<file path="src/rtl/spc_pkg.sv">
// Shared types, constants and fixed-point helpers for the sphere pair contact block.
// No dependencies; used by spc_iter and sphere_pair_contact.
`default_nettype none
package spc_pkg;

    localparam int CW = 20;          // component width
    localparam int FB = 10;          // fraction bits
    localparam int BW = 12;          // restitution width
    localparam int VW = 3 * CW;      // packed vector width
    localparam int PW = 57;          // product width of the shared multiplier
    localparam int ROOT_STEPS = 21;
    localparam int DIV_STEPS = 32;

    localparam logic signed [CW-1:0] LIMIT_RESET = -20'sd1024;

    typedef enum logic [3:0] {
        S_IDLE,
        S_DIST,
        S_ROOT,
        S_NDIV,
        S_PROJ,
        S_FIN,
        S_MASS,
        S_MDIV,
        S_VDOT,
        S_BIAS,
        S_OUT
    } state_t;

    typedef struct packed {
        logic start;
        logic root_mode;
    } iter_req_t;

    function automatic logic signed [CW-1:0] get_comp(input logic [VW-1:0] v,
                                                      input logic [1:0] i);
        logic signed [CW-1:0] r;
        case (i)
            2'd0:    r = v[CW-1:0];
            2'd1:    r = v[2*CW-1:CW];
            default: r = v[3*CW-1:2*CW];
        endcase
        return r;
    endfunction

    // add half an LSB, then arithmetic shift: nearest, ties toward +inf
    function automatic logic signed [PW-1:0] round_shift(input logic signed [PW-1:0] v);
        logic signed [PW-1:0] t;
        t = v + (PW'(1) <<< (FB - 1));
        return t >>> FB;
    endfunction

    function automatic logic signed [CW-1:0] sat_comp(input logic signed [PW-1:0] v);
        logic signed [PW-1:0] hi;
        logic signed [PW-1:0] lo;
        logic signed [CW-1:0] r;
        hi = (PW'(1) <<< (CW - 1)) - PW'(1);
        lo = -hi - PW'(1);
        if (v > hi) begin
            r = hi[CW-1:0];
        end else if (v < lo) begin
            r = lo[CW-1:0];
        end else begin
            r = v[CW-1:0];
        end
        return r;
    endfunction

endpackage
`default_nettype wire

</file>
<file path="src/rtl/spc_iter.sv">
// Shared iterative unit: restoring square root (2 bits a step) or division (1 bit a step).
// Depends on spc_pkg for the request struct and step counts.
`default_nettype none
module spc_iter (
    input  wire                  aclk,
    input  wire                  aresetn,
    input  spc_pkg::iter_req_t   req,
    input  wire  [41:0]          radicand,
    input  wire  [31:0]          numer,
    input  wire  [21:0]          divisor,
    output logic                 done,
    output logic [31:0]          result
);

    logic        busy_reg;
    logic        root_reg;
    logic        done_reg;
    logic [5:0]  cnt_reg;
    logic [41:0] src_reg;
    logic [23:0] rem_reg;
    logic [31:0] res_reg;
    logic [21:0] div_reg;

    logic [23:0] rem_shift;
    logic [23:0] trial;
    logic [24:0] diff;
    logic        ge;

    always_comb begin
        if (root_reg) begin
            rem_shift = {rem_reg[21:0], src_reg[41:40]};
            trial     = {res_reg[21:0], 2'b01};
        end else begin
            rem_shift = {rem_reg[22:0], src_reg[41]};
            trial     = {2'b00, div_reg};
        end
        diff = {1'b0, rem_shift} - {1'b0, trial};
        ge   = ~diff[24];
    end

    always_ff @(posedge aclk) begin
        if (!aresetn) begin
            busy_reg <= 1'b0;
            done_reg <= 1'b0;
        end else begin
            done_reg <= 1'b0;
            if (req.start) begin
                busy_reg <= 1'b1;
            end else if (busy_reg && cnt_reg == 6'd1) begin
                busy_reg <= 1'b0;
                done_reg <= 1'b1;
            end
        end
    end

    always_ff @(posedge aclk) begin
        if (req.start) begin
            root_reg <= req.root_mode;
            cnt_reg  <= req.root_mode ? 6'(spc_pkg::ROOT_STEPS) : 6'(spc_pkg::DIV_STEPS);
            src_reg  <= req.root_mode ? radicand : {numer, 10'b0};
            rem_reg  <= '0;
            res_reg  <= '0;
            div_reg  <= divisor;
        end else if (busy_reg) begin
            rem_reg <= ge ? diff[23:0] : rem_shift;
            res_reg <= {res_reg[30:0], ge};
            src_reg <= root_reg ? {src_reg[39:0], 2'b00} : {src_reg[40:0], 1'b0};
            cnt_reg <= cnt_reg - 6'd1;
        end
    end

    assign done   = done_reg;
    assign result = res_reg;

endmodule
`default_nettype wire

</file>
<file path="src/rtl/sphere_pair_contact.sv">
// Sphere pair contact: one pair of spheres in, one contact result out; uses spc_pkg and spc_iter.
// Steps from request to result: distance; for an overlapping pair root, normal division (skipped
// for coincident centres), projection; always mass division unless both inverse masses are zero.
// One pair at a time: a new pair is taken only after the result handshake and idle; root and all
// divisions run on the shared iterative unit, all products on one shared 34x23 multiplier.
// Reset (aresetn low, synchronous) clears the held contact, sets the limit to -1.0, empties output.
`default_nettype none
module sphere_pair_contact (
    input  wire          aclk,
    input  wire          aresetn,
    input  wire          s_tvalid,
    output logic         s_tready,
    // centre_a, centre_b, radius_a, radius_b, velocity_a, velocity_b,
    // inv_mass_a, inv_mass_b, bounce_a, bounce_b (from bit 0 up)
    input  wire  [343:0] s_tdata,
    output logic         m_tvalid,
    input  wire          m_tready,
    // unit_normal, surface_point_a, surface_point_b, contact_midpoint,
    // penetration, effective_mass, bias_speed, 4 zero bits (from bit 0 up)
    output logic [303:0] m_tdata,
    // overlapping, coincident (from bit 0 up)
    output logic [1:0]   m_tuser,
    input  wire          cfg_valid,
    output logic         cfg_ready,
    input  wire  [19:0]  cfg_data
);

    localparam int PW = spc_pkg::PW;

    spc_pkg::state_t state_reg, state_next;
    logic        phase_reg;
    logic [1:0]  comp_reg;
    logic [1:0]  term_reg;
    logic        hit_reg;
    logic        same_reg;
    logic signed [19:0] limit_reg;

    logic [343:0] in_reg;
    logic [41:0]  dist2_reg;
    logic [20:0]  dist_reg;
    logic signed [19:0] n_reg  [3];
    logic signed [19:0] pa_reg [3];
    logic signed [19:0] pb_reg [3];
    logic signed [43:0] acc_reg;
    logic signed [PW-1:0] prod_reg;
    logic [19:0]  emass_reg;
    logic signed [19:0] bias_reg;
    logic [59:0]  held_normal_reg;
    logic [59:0]  held_point_a_reg;
    logic [59:0]  held_point_b_reg;
    logic [59:0]  held_mid_reg;
    logic signed [19:0] held_sep_reg;

    logic [59:0] centre_a, centre_b, vel_a, vel_b;
    logic [19:0] ra, rb, ka, kb;
    logic [11:0] ea, eb, e_max;
    logic [20:0] rsum;
    logic [20:0] k_sum;
    logic signed [20:0] d_w  [3];
    logic signed [20:0] dv_w [3];
    logic signed [20:0] d_sel;
    logic [19:0]  mag;
    logic signed [PW-1:0] sr_prod;
    logic signed [PW-1:0] vrel_w;
    logic         apply_bias;
    logic signed [33:0] mul_a;
    logic signed [22:0] mul_b;

    spc_pkg::iter_req_t iter_req;
    logic [31:0] iter_numer;
    logic [21:0] iter_div;
    logic        iter_done;
    logic [31:0] iter_res;
    logic        hit_now;

    assign centre_a = in_reg[59:0];
    assign centre_b = in_reg[119:60];
    assign ra       = in_reg[139:120];
    assign rb       = in_reg[159:140];
    assign vel_a    = in_reg[219:160];
    assign vel_b    = in_reg[279:220];
    assign ka       = in_reg[299:280];
    assign kb       = in_reg[319:300];
    assign ea       = in_reg[331:320];
    assign eb       = in_reg[343:332];
    assign rsum     = {1'b0, ra} + {1'b0, rb};
    assign k_sum    = {1'b0, ka} + {1'b0, kb};
    assign e_max    = (ea > eb) ? ea : eb;

    always_comb begin
        for (int i = 0; i < 3; i++) begin
            d_w[i]  = 21'(spc_pkg::get_comp(centre_b, 2'(i)))
                    - 21'(spc_pkg::get_comp(centre_a, 2'(i)));
            dv_w[i] = 21'(spc_pkg::get_comp(vel_b, 2'(i)))
                    - 21'(spc_pkg::get_comp(vel_a, 2'(i)));
        end
    end

    assign d_sel   = (comp_reg == 2'd3) ? 21'sd0 : d_w[comp_reg];
    assign mag     = d_sel[20] ? 20'(-d_sel) : d_sel[19:0];
    assign sr_prod = spc_pkg::round_shift(prod_reg);
    assign vrel_w  = spc_pkg::round_shift(PW'(acc_reg));
    assign apply_bias = vrel_w < PW'(limit_reg);
    assign hit_now = dist2_reg < prod_reg[41:0];

    // shared multiplier operand select
    always_comb begin
        mul_a = '0;
        mul_b = '0;
        case (state_reg)
            spc_pkg::S_DIST: begin
                if (comp_reg == 2'd3) begin
                    mul_a = $signed({13'b0, rsum});
                    mul_b = $signed({2'b0, rsum});
                end else begin
                    mul_a = 34'(d_sel);
                    mul_b = 23'(d_sel);
                end
            end
            spc_pkg::S_PROJ: begin
                case (term_reg)
                    2'd0: begin
                        mul_a = 34'(n_reg[comp_reg]);
                        mul_b = $signed({3'b0, ra});
                    end
                    2'd1: begin
                        mul_a = 34'(n_reg[comp_reg]);
                        mul_b = $signed({3'b0, rb});
                    end
                    default: begin
                        mul_a = 34'(d_sel);
                        mul_b = 23'(n_reg[comp_reg]);
                    end
                endcase
            end
            spc_pkg::S_VDOT: begin
                mul_a = 34'((comp_reg == 2'd3) ? 21'sd0 : dv_w[comp_reg]);
                mul_b = 23'(spc_pkg::get_comp(held_normal_reg, comp_reg));
            end
            spc_pkg::S_BIAS: begin
                mul_a = -vrel_w[33:0];
                mul_b = $signed({11'b0, e_max});
            end
            default: begin
                mul_a = '0;
                mul_b = '0;
            end
        endcase
    end

    always_ff @(posedge aclk) begin
        prod_reg <= PW'(mul_a) * PW'(mul_b);
    end

    // iterative unit requests
    always_comb begin
        iter_req.start     = 1'b0;
        iter_req.root_mode = (state_reg == spc_pkg::S_ROOT);
        iter_numer         = '0;
        iter_div           = '0;
        case (state_reg)
            spc_pkg::S_ROOT: iter_req.start = !phase_reg;
            spc_pkg::S_NDIV: begin
                iter_req.start = !phase_reg;
                iter_numer     = {2'b0, mag, 10'b0} + {12'b0, dist_reg[20:1]};
                iter_div       = {1'b0, dist_reg};
            end
            spc_pkg::S_MDIV: begin
                iter_req.start = !phase_reg;
                iter_numer     = (32'd1 << (2 * spc_pkg::FB)) + {12'b0, k_sum[20:1]};
                iter_div       = {1'b0, k_sum};
            end
            default: iter_req.start = 1'b0;
        endcase
    end

    spc_iter u_iter (
        .aclk     (aclk),
        .aresetn  (aresetn),
        .req      (iter_req),
        .radicand (dist2_reg),
        .numer    (iter_numer),
        .divisor  (iter_div),
        .done     (iter_done),
        .result   (iter_res)
    );

    // next state
    always_comb begin
        state_next = state_reg;
        unique case (state_reg)
            spc_pkg::S_IDLE: if (s_tvalid) state_next = spc_pkg::S_DIST;
            spc_pkg::S_DIST: begin
                if (phase_reg && comp_reg == 2'd3) begin
                    state_next = hit_now ? spc_pkg::S_ROOT : spc_pkg::S_MASS;
                end
            end
            spc_pkg::S_ROOT: begin
                if (iter_done) state_next = same_reg ? spc_pkg::S_PROJ : spc_pkg::S_NDIV;
            end
            spc_pkg::S_NDIV: if (iter_done && comp_reg == 2'd2) state_next = spc_pkg::S_PROJ;
            spc_pkg::S_PROJ: begin
                if (phase_reg && comp_reg == 2'd2 && term_reg == 2'd2) begin
                    state_next = spc_pkg::S_FIN;
                end
            end
            spc_pkg::S_FIN:  state_next = spc_pkg::S_MASS;
            spc_pkg::S_MASS: state_next = (k_sum != 21'd0) ? spc_pkg::S_MDIV : spc_pkg::S_VDOT;
            spc_pkg::S_MDIV: if (iter_done) state_next = spc_pkg::S_VDOT;
            spc_pkg::S_VDOT: if (phase_reg && comp_reg == 2'd2) state_next = spc_pkg::S_BIAS;
            spc_pkg::S_BIAS: if (phase_reg) state_next = spc_pkg::S_OUT;
            spc_pkg::S_OUT:  if (m_tready) state_next = spc_pkg::S_IDLE;
            default:         state_next = spc_pkg::S_IDLE;
        endcase
    end

    // control registers
    always_ff @(posedge aclk) begin
        if (!aresetn) begin
            state_reg        <= spc_pkg::S_IDLE;
            phase_reg        <= 1'b0;
            comp_reg         <= '0;
            term_reg         <= '0;
            hit_reg          <= 1'b0;
            same_reg         <= 1'b0;
            limit_reg        <= spc_pkg::LIMIT_RESET;
            held_normal_reg  <= '0;
            held_point_a_reg <= '0;
            held_point_b_reg <= '0;
            held_mid_reg     <= '0;
            held_sep_reg     <= '0;
        end else begin
            state_reg <= state_next;
            if (cfg_valid) limit_reg <= cfg_data;
            case (state_reg)
                spc_pkg::S_IDLE: begin
                    phase_reg <= 1'b0;
                    comp_reg  <= '0;
                    term_reg  <= '0;
                end
                spc_pkg::S_DIST: begin
                    phase_reg <= !phase_reg;
                    if (phase_reg) begin
                        comp_reg <= comp_reg + 2'd1;
                        if (comp_reg == 2'd3) begin
                            hit_reg  <= hit_now;
                            same_reg <= hit_now && (dist2_reg == 42'd0);
                            comp_reg <= '0;
                        end
                    end
                end
                spc_pkg::S_ROOT, spc_pkg::S_NDIV, spc_pkg::S_MDIV: begin
                    if (!phase_reg) begin
                        phase_reg <= 1'b1;
                    end else if (iter_done) begin
                        phase_reg <= 1'b0;
                        comp_reg  <= (state_reg == spc_pkg::S_NDIV) ? comp_reg + 2'd1 : 2'd0;
                        if (state_reg == spc_pkg::S_NDIV && comp_reg == 2'd2) begin
                            comp_reg <= '0;
                        end
                    end
                end
                spc_pkg::S_PROJ: begin
                    phase_reg <= !phase_reg;
                    if (phase_reg) begin
                        if (term_reg == 2'd2) begin
                            term_reg <= '0;
                            comp_reg <= (comp_reg == 2'd2) ? 2'd0 : comp_reg + 2'd1;
                        end else begin
                            term_reg <= term_reg + 2'd1;
                        end
                    end
                end
                spc_pkg::S_FIN: begin
                    for (int i = 0; i < 3; i++) begin
                        held_normal_reg[i*20 +: 20]  <= n_reg[i];
                        held_point_a_reg[i*20 +: 20] <= pa_reg[i];
                        held_point_b_reg[i*20 +: 20] <= pb_reg[i];
                        held_mid_reg[i*20 +: 20]     <=
                            20'((21'(pa_reg[i]) + 21'(pb_reg[i])) >>> 1);
                    end
                    held_sep_reg <= spc_pkg::sat_comp(
                        spc_pkg::round_shift(PW'(acc_reg)) - PW'({1'b0, ra}) - PW'({1'b0, rb}));
                end
                spc_pkg::S_MASS: begin
                    phase_reg <= 1'b0;
                    comp_reg  <= '0;
                end
                spc_pkg::S_VDOT: begin
                    phase_reg <= !phase_reg;
                    if (phase_reg) comp_reg <= (comp_reg == 2'd2) ? 2'd0 : comp_reg + 2'd1;
                end
                spc_pkg::S_BIAS: phase_reg <= !phase_reg;
                default: phase_reg <= 1'b0;
            endcase
        end
    end

    // payload registers
    always_ff @(posedge aclk) begin
        case (state_reg)
            spc_pkg::S_IDLE: begin
                if (s_tvalid) in_reg <= s_tdata;
                dist2_reg <= '0;
            end
            spc_pkg::S_DIST: begin
                if (phase_reg && comp_reg != 2'd3) dist2_reg <= dist2_reg + prod_reg[41:0];
            end
            spc_pkg::S_ROOT: begin
                acc_reg <= '0;
                if (iter_done) begin
                    dist_reg <= iter_res[20:0];
                    if (same_reg) begin
                        for (int i = 0; i < 3; i++) n_reg[i] <= '0;
                    end
                end
            end
            spc_pkg::S_NDIV: begin
                if (iter_done && comp_reg != 2'd3) begin
                    if (d_sel[20]) begin
                        n_reg[comp_reg] <= (iter_res > 32'd524288) ? -20'sd524288
                                                                   : 20'(-iter_res);
                    end else begin
                        n_reg[comp_reg] <= (iter_res > 32'd524287) ? 20'sd524287
                                                                   : iter_res[19:0];
                    end
                end
            end
            spc_pkg::S_PROJ: begin
                if (phase_reg && comp_reg != 2'd3) begin
                    case (term_reg)
                        2'd0: pa_reg[comp_reg] <= spc_pkg::sat_comp(
                            PW'(spc_pkg::get_comp(centre_a, comp_reg)) + sr_prod);
                        2'd1: pb_reg[comp_reg] <= spc_pkg::sat_comp(
                            PW'(spc_pkg::get_comp(centre_b, comp_reg)) - sr_prod);
                        default: acc_reg <= acc_reg + prod_reg[43:0];
                    endcase
                end
            end
            spc_pkg::S_MASS: begin
                emass_reg <= '0;
                acc_reg   <= '0;
            end
            spc_pkg::S_MDIV: begin
                if (iter_done) emass_reg <= (iter_res > 32'hFFFFF) ? 20'hFFFFF : iter_res[19:0];
            end
            spc_pkg::S_VDOT: begin
                if (phase_reg) acc_reg <= acc_reg + prod_reg[43:0];
            end
            spc_pkg::S_BIAS: begin
                if (phase_reg) bias_reg <= apply_bias ? spc_pkg::sat_comp(sr_prod) : 20'sd0;
            end
            default: begin
                dist2_reg <= dist2_reg;
            end
        endcase
    end

    assign s_tready  = (state_reg == spc_pkg::S_IDLE);
    assign m_tvalid  = (state_reg == spc_pkg::S_OUT);
    assign cfg_ready = 1'b1;
    assign m_tuser   = {same_reg, hit_reg};
    assign m_tdata   = {4'b0, bias_reg, emass_reg, held_sep_reg, held_mid_reg,
                        held_point_b_reg, held_point_a_reg, held_normal_reg};

`ifndef ASSERT_OFF
    a_no_accept_while_out: assert property (@(posedge aclk) disable iff (!aresetn)
        m_tvalid |-> !s_tready)
        else $error("input accepted while result pending");
    a_coincident_overlap: assert property (@(posedge aclk) disable iff (!aresetn)
        (m_tvalid && m_tuser[1]) |-> m_tuser[0])
        else $error("coincident without overlap");
    a_done_in_iter_state: assert property (@(posedge aclk) disable iff (!aresetn)
        iter_done |-> (state_reg == spc_pkg::S_ROOT || state_reg == spc_pkg::S_NDIV
                       || state_reg == spc_pkg::S_MDIV))
        else $error("iterative unit finished outside its states");
`endif

endmodule
`default_nettype wire

</file>
<file path="config.mk">
export PLATFORM = sky130hd
export DESIGN_NAME = sphere_pair_contact
export DESIGN_NICKNAME = d
export VERILOG_FILES = /design/src/rtl/spc_pkg.sv /design/src/rtl/spc_iter.sv /design/src/rtl/sphere_pair_contact.sv
export SDC_FILE = /design/constraint.sdc
export NUM_CORES = 2
export LEC_CHECK = 0
export BUFFER_PORTS_ARGS = -buffer_cell sky130_fd_sc_hd__buf_2
export CORE_MARGIN = 3
export CORE_UTILIZATION = 60
export DETAILED_ROUTE_END_ITERATION = 10
export PLACE_DENSITY = 0.83
export SLEW_MARGIN = 20
export SYNTH_ARGS = -nofsm -noshare
export SYNTH_HDL_FRONTEND = slang
export SYNTH_HIERARCHICAL = 1
export SYNTH_SLANG_ARGS = --single-unit
</file>
<file path="constraint.sdc">
create_clock -name aclk -period 12.3 [get_ports aclk]
set_clock_uncertainty 0.05 [all_clocks]
set_input_delay 0.615 -clock aclk [delete_from_list [all_inputs] [get_ports aclk]]
set_output_delay 0.615 -clock aclk [all_outputs]
set_load 0.03 [all_outputs]
</file>
==> reports/qor.yml <==
antenna_found_initial: 42
syn_area_mm2: 0.1017
hold_path_class: "input pin to register"
crit_type: "register to register"
die_area_mm2: 0.1744
path_clk_slew_ns: 0.06
status: "finished, final reports clean"
largest_reg_flops: 344
drtPass1Iterations: 7
gr-total-overflow: 0
synth-seq-cells: 1169
finalCritPeriodShare: 0.9832
crit_fanout: 20
worstSkewPairLatency_ns: 0.82
crit_buf_inv: 7
coreArea_mm2: 0.1678
tightest_slew_ns: 1.355
worstSetupEndpointType: "register"
drv_cap: 0
p_leak_nw: 51.56
cpPeakStageDelay_ns: 0.58
num_rows: 150
gp_congestion: 1.102
p_per_area_mw_per_mm2: 280.7
via_count: 91660
yosys_warnings: 6
io_buffers: 672
synth-edff-count: 762
synth_cells: 11170
grt_pass1_wl_mm: 575.7
cts_tree: "done"
synth-main-ff-cell: "edfxtp_1"
crit_family: "compound AO/OA/AOI/OAI gates"
pre_cts_ws_ns: 0.3195
die_w_um: 417.6
regArea_mm2: 0.03103
slew_viol_final: 0
hold_violations: 0
first_global_vias: 89750
worst_path_max_delay_cell: "fa_1"
drt-initial-drc-count: 11150
fmax_mhz: 82.69
postCtsSetupBuffers: 0
post_drt_via_cell_ratio: 6.355
worst_slack_ns: 0.2064
io_pins: 678
layout.nets: 14000
die_h_um: 417.6
slew_headroom: 0.08684
ys_async_sr_fraction: 0
cts_buffers: 130
wirelength_mm: 395.3
synth_area_leader_cell: "edfxtp_1"
ant_nets: 0
ys_types: 110
yosysSeqAreaShare: 0.3052
initial_utilization: 0.6059
drive_gt1_frac: 0.1039
layout_min_cycle_time_ns: 12.09
clockBufferDepth: 3
syn_to_final_growth_pct: 13.86
cpMostUsedCell: "fa_1"
setup_viol: 0
synth_area_leaders: "edfxtp_1, fa_1, ha_1"
synth_top_area_frac: 0.2251
ff2ff_setup_slack_ns: 0.21
clock-sinks: 1169
hpwlAfterDp_mm: 306.8
syn_area_per_cell_um2: 9.105
clock-root-buffer: "clkbuf_16"
ir_worst_vdd_mv: 0.2451
htree_levels: 4
worst_setup_path_start_kind: "register"
crit_required_ns: 12.99
fillers: 12750
routedWlPerCell_um: 27.41
grt_max_degree: 186
totalPowerFinal_w: 0.03250
grt_use_total: 0.4452
multi_input_area_mm2: 0.06377
arrival_ns: 12.78
drc_errors: 0
synthesized netlist by cell type, types with 19 or more instances:
| cell | instances |
|---|---|
| o211ai_1 | 59 |
| o22ai_1 | 37 |
| buf_1 | 34 |
| buf_2 | 28 |
| o21a_1 | 71 |
| o21ai_0 | 403 |
| nand2b_1 | 78 |
| nand3b_1 | 22 |
| xor2_1 | 150 |
| nor4_1 | 61 |
| dfxtp_1 | 407 |
| a31oi_1 | 97 |
| nand2_1 | 1426 |
| o2111ai_1 | 25 |
| inv_1 | 1473 |
| clkbuf_1 | 368 |
| nor3_1 | 163 |
| mux2i_1 | 162 |
| a21oi_1 | 696 |
| or2_2 | 31 |
| edfxtp_1 | 762 |
| a221o_1 | 25 |
| nand4_1 | 80 |
| nor3b_1 | 19 |
| a21boi_0 | 99 |
| o21bai_1 | 68 |
| mux4_2 | 20 |
| and4_1 | 21 |
| a31o_2 | 23 |
| or3_1 | 83 |
| ha_1 | 716 |
| nor2_1 | 920 |
| a22oi_1 | 70 |
| fa_1 | 833 |
| and2_1 | 141 |
| nand3_1 | 173 |
| nor2b_1 | 156 |
| and3_1 | 73 |
| a21o_1 | 216 |
| a211oi_1 | 112 |
| mux2_2 | 33 |
| xnor2_1 | 372 |
| o31ai_1 | 52 |
area by class of cell:
cell class,count,area share
Inverter,1475,0.04788
Sequential cell,1169,0.2681
Clock buffer,181,0.03228
Tap cell,2204,0.02382
Timing Repair Buffer,1201,0.07103
Clock inverter,57,0.005329
Multi-Input combinational cell,8106,0.5509
Antenna cell,29,0.0006269
worst reg2reg max path, delay by kind of cell (launching register included):
family | cells | cell delay, ns
AO/OA/AOI/OAI | 20 | 5.51
XOR/XNOR | 1 | 0.13
adder cells (fa/ha/maj) | 10 | 4.37
buffers and inverters | 7 | 0.81
flip-flops | 1 | 0.38
AND/OR/NAND/NOR | 5 | 0.79
metal layers:
layer,vias to the layer above,track usage,part of all wire
met5,-,0,0.00045
met3,1556,0.1432,0.13
li1,39630,-,-
met2,6335,0.6687,0.43
met4,26,0.3328,0.094
met1,44110,0.5356,0.35
through the flow:
step	util	std cells	cell area [µm²]	hold slack, ns	TNS (ns)
final	0.6899	14420	115800	0.02585	0
after global routing	0.6897	14410	115700	0.008283	-0.3634
after CTS	0.6889	14390	115600	0.0008393	0
after detailed placement	0.6428	13820	107800	0.3949	0
after global placement	0.6426	13810	107800	0.3867	0
after floorplan	-	11190	101800	0.3821	0
cell usage in the layout, fill, tap and decap left out, drive strengths merged, types with 166 or more instances in the layout:
master / synthesis / routed
a21o: 216 / 216
a21oi: 699 / 699
buf: 72 / 862
clkbuf: 369 / 181
dfxtp: 407 / 407
dlygate4sd3: 0 / 339
edfxtp: 762 / 762
fa: 833 / 833
ha: 716 / 716
inv: 1473 / 1481
nand2: 1426 / 1426
nand3: 173 / 173
nor2: 922 / 922
nor3: 166 / 166
o21ai: 421 / 421
xnor2: 372 / 372
cells by family (layout without fill, tap and decap cells):
family,after synthesis,count (layout),share of synthesized area
simple gates,3508,3508,0.1570
compound gates,2285,2285,0.1450
buf+inv,1916,2914,0.07150
fa+ha+maj,1549,1549,0.2521
flops,1169,1169,0.3052
xor+xnor,522,522,0.04497
mux,215,215,0.02404
other cells,2,56,0.00007387
report_power, final:
part	switching [W]	internal, W
registers	0.000832	0.00552
logic	0.0146	0.00753
clock network	0.00179	0.00222
worst paths after layout:
kind                            startpoint  cells after the start                       endpoint
max reg2reg          in_reg[260]$_DFFE_PP_                     43           prod_reg[52]$_DFF_P_
min                           s_tdata[124]                      1          in_reg[124]$_DFFE_PP_
max                  in_reg[260]$_DFFE_PP_                     43           prod_reg[52]$_DFF_P_
min reg2reg  held_mid_reg[36]$_SDFFE_PN0P_                      2  held_mid_reg[36]$_SDFFE_PN0P_
repair_timing:
item,in CTS,in global routing
hold buffers,339,0
gates resized for setup,0,17
endpoints found under the hold margin,339,0
endpoints found under the setup margin,0,10
Note: power is estimated with default switching activity, not from simulation.
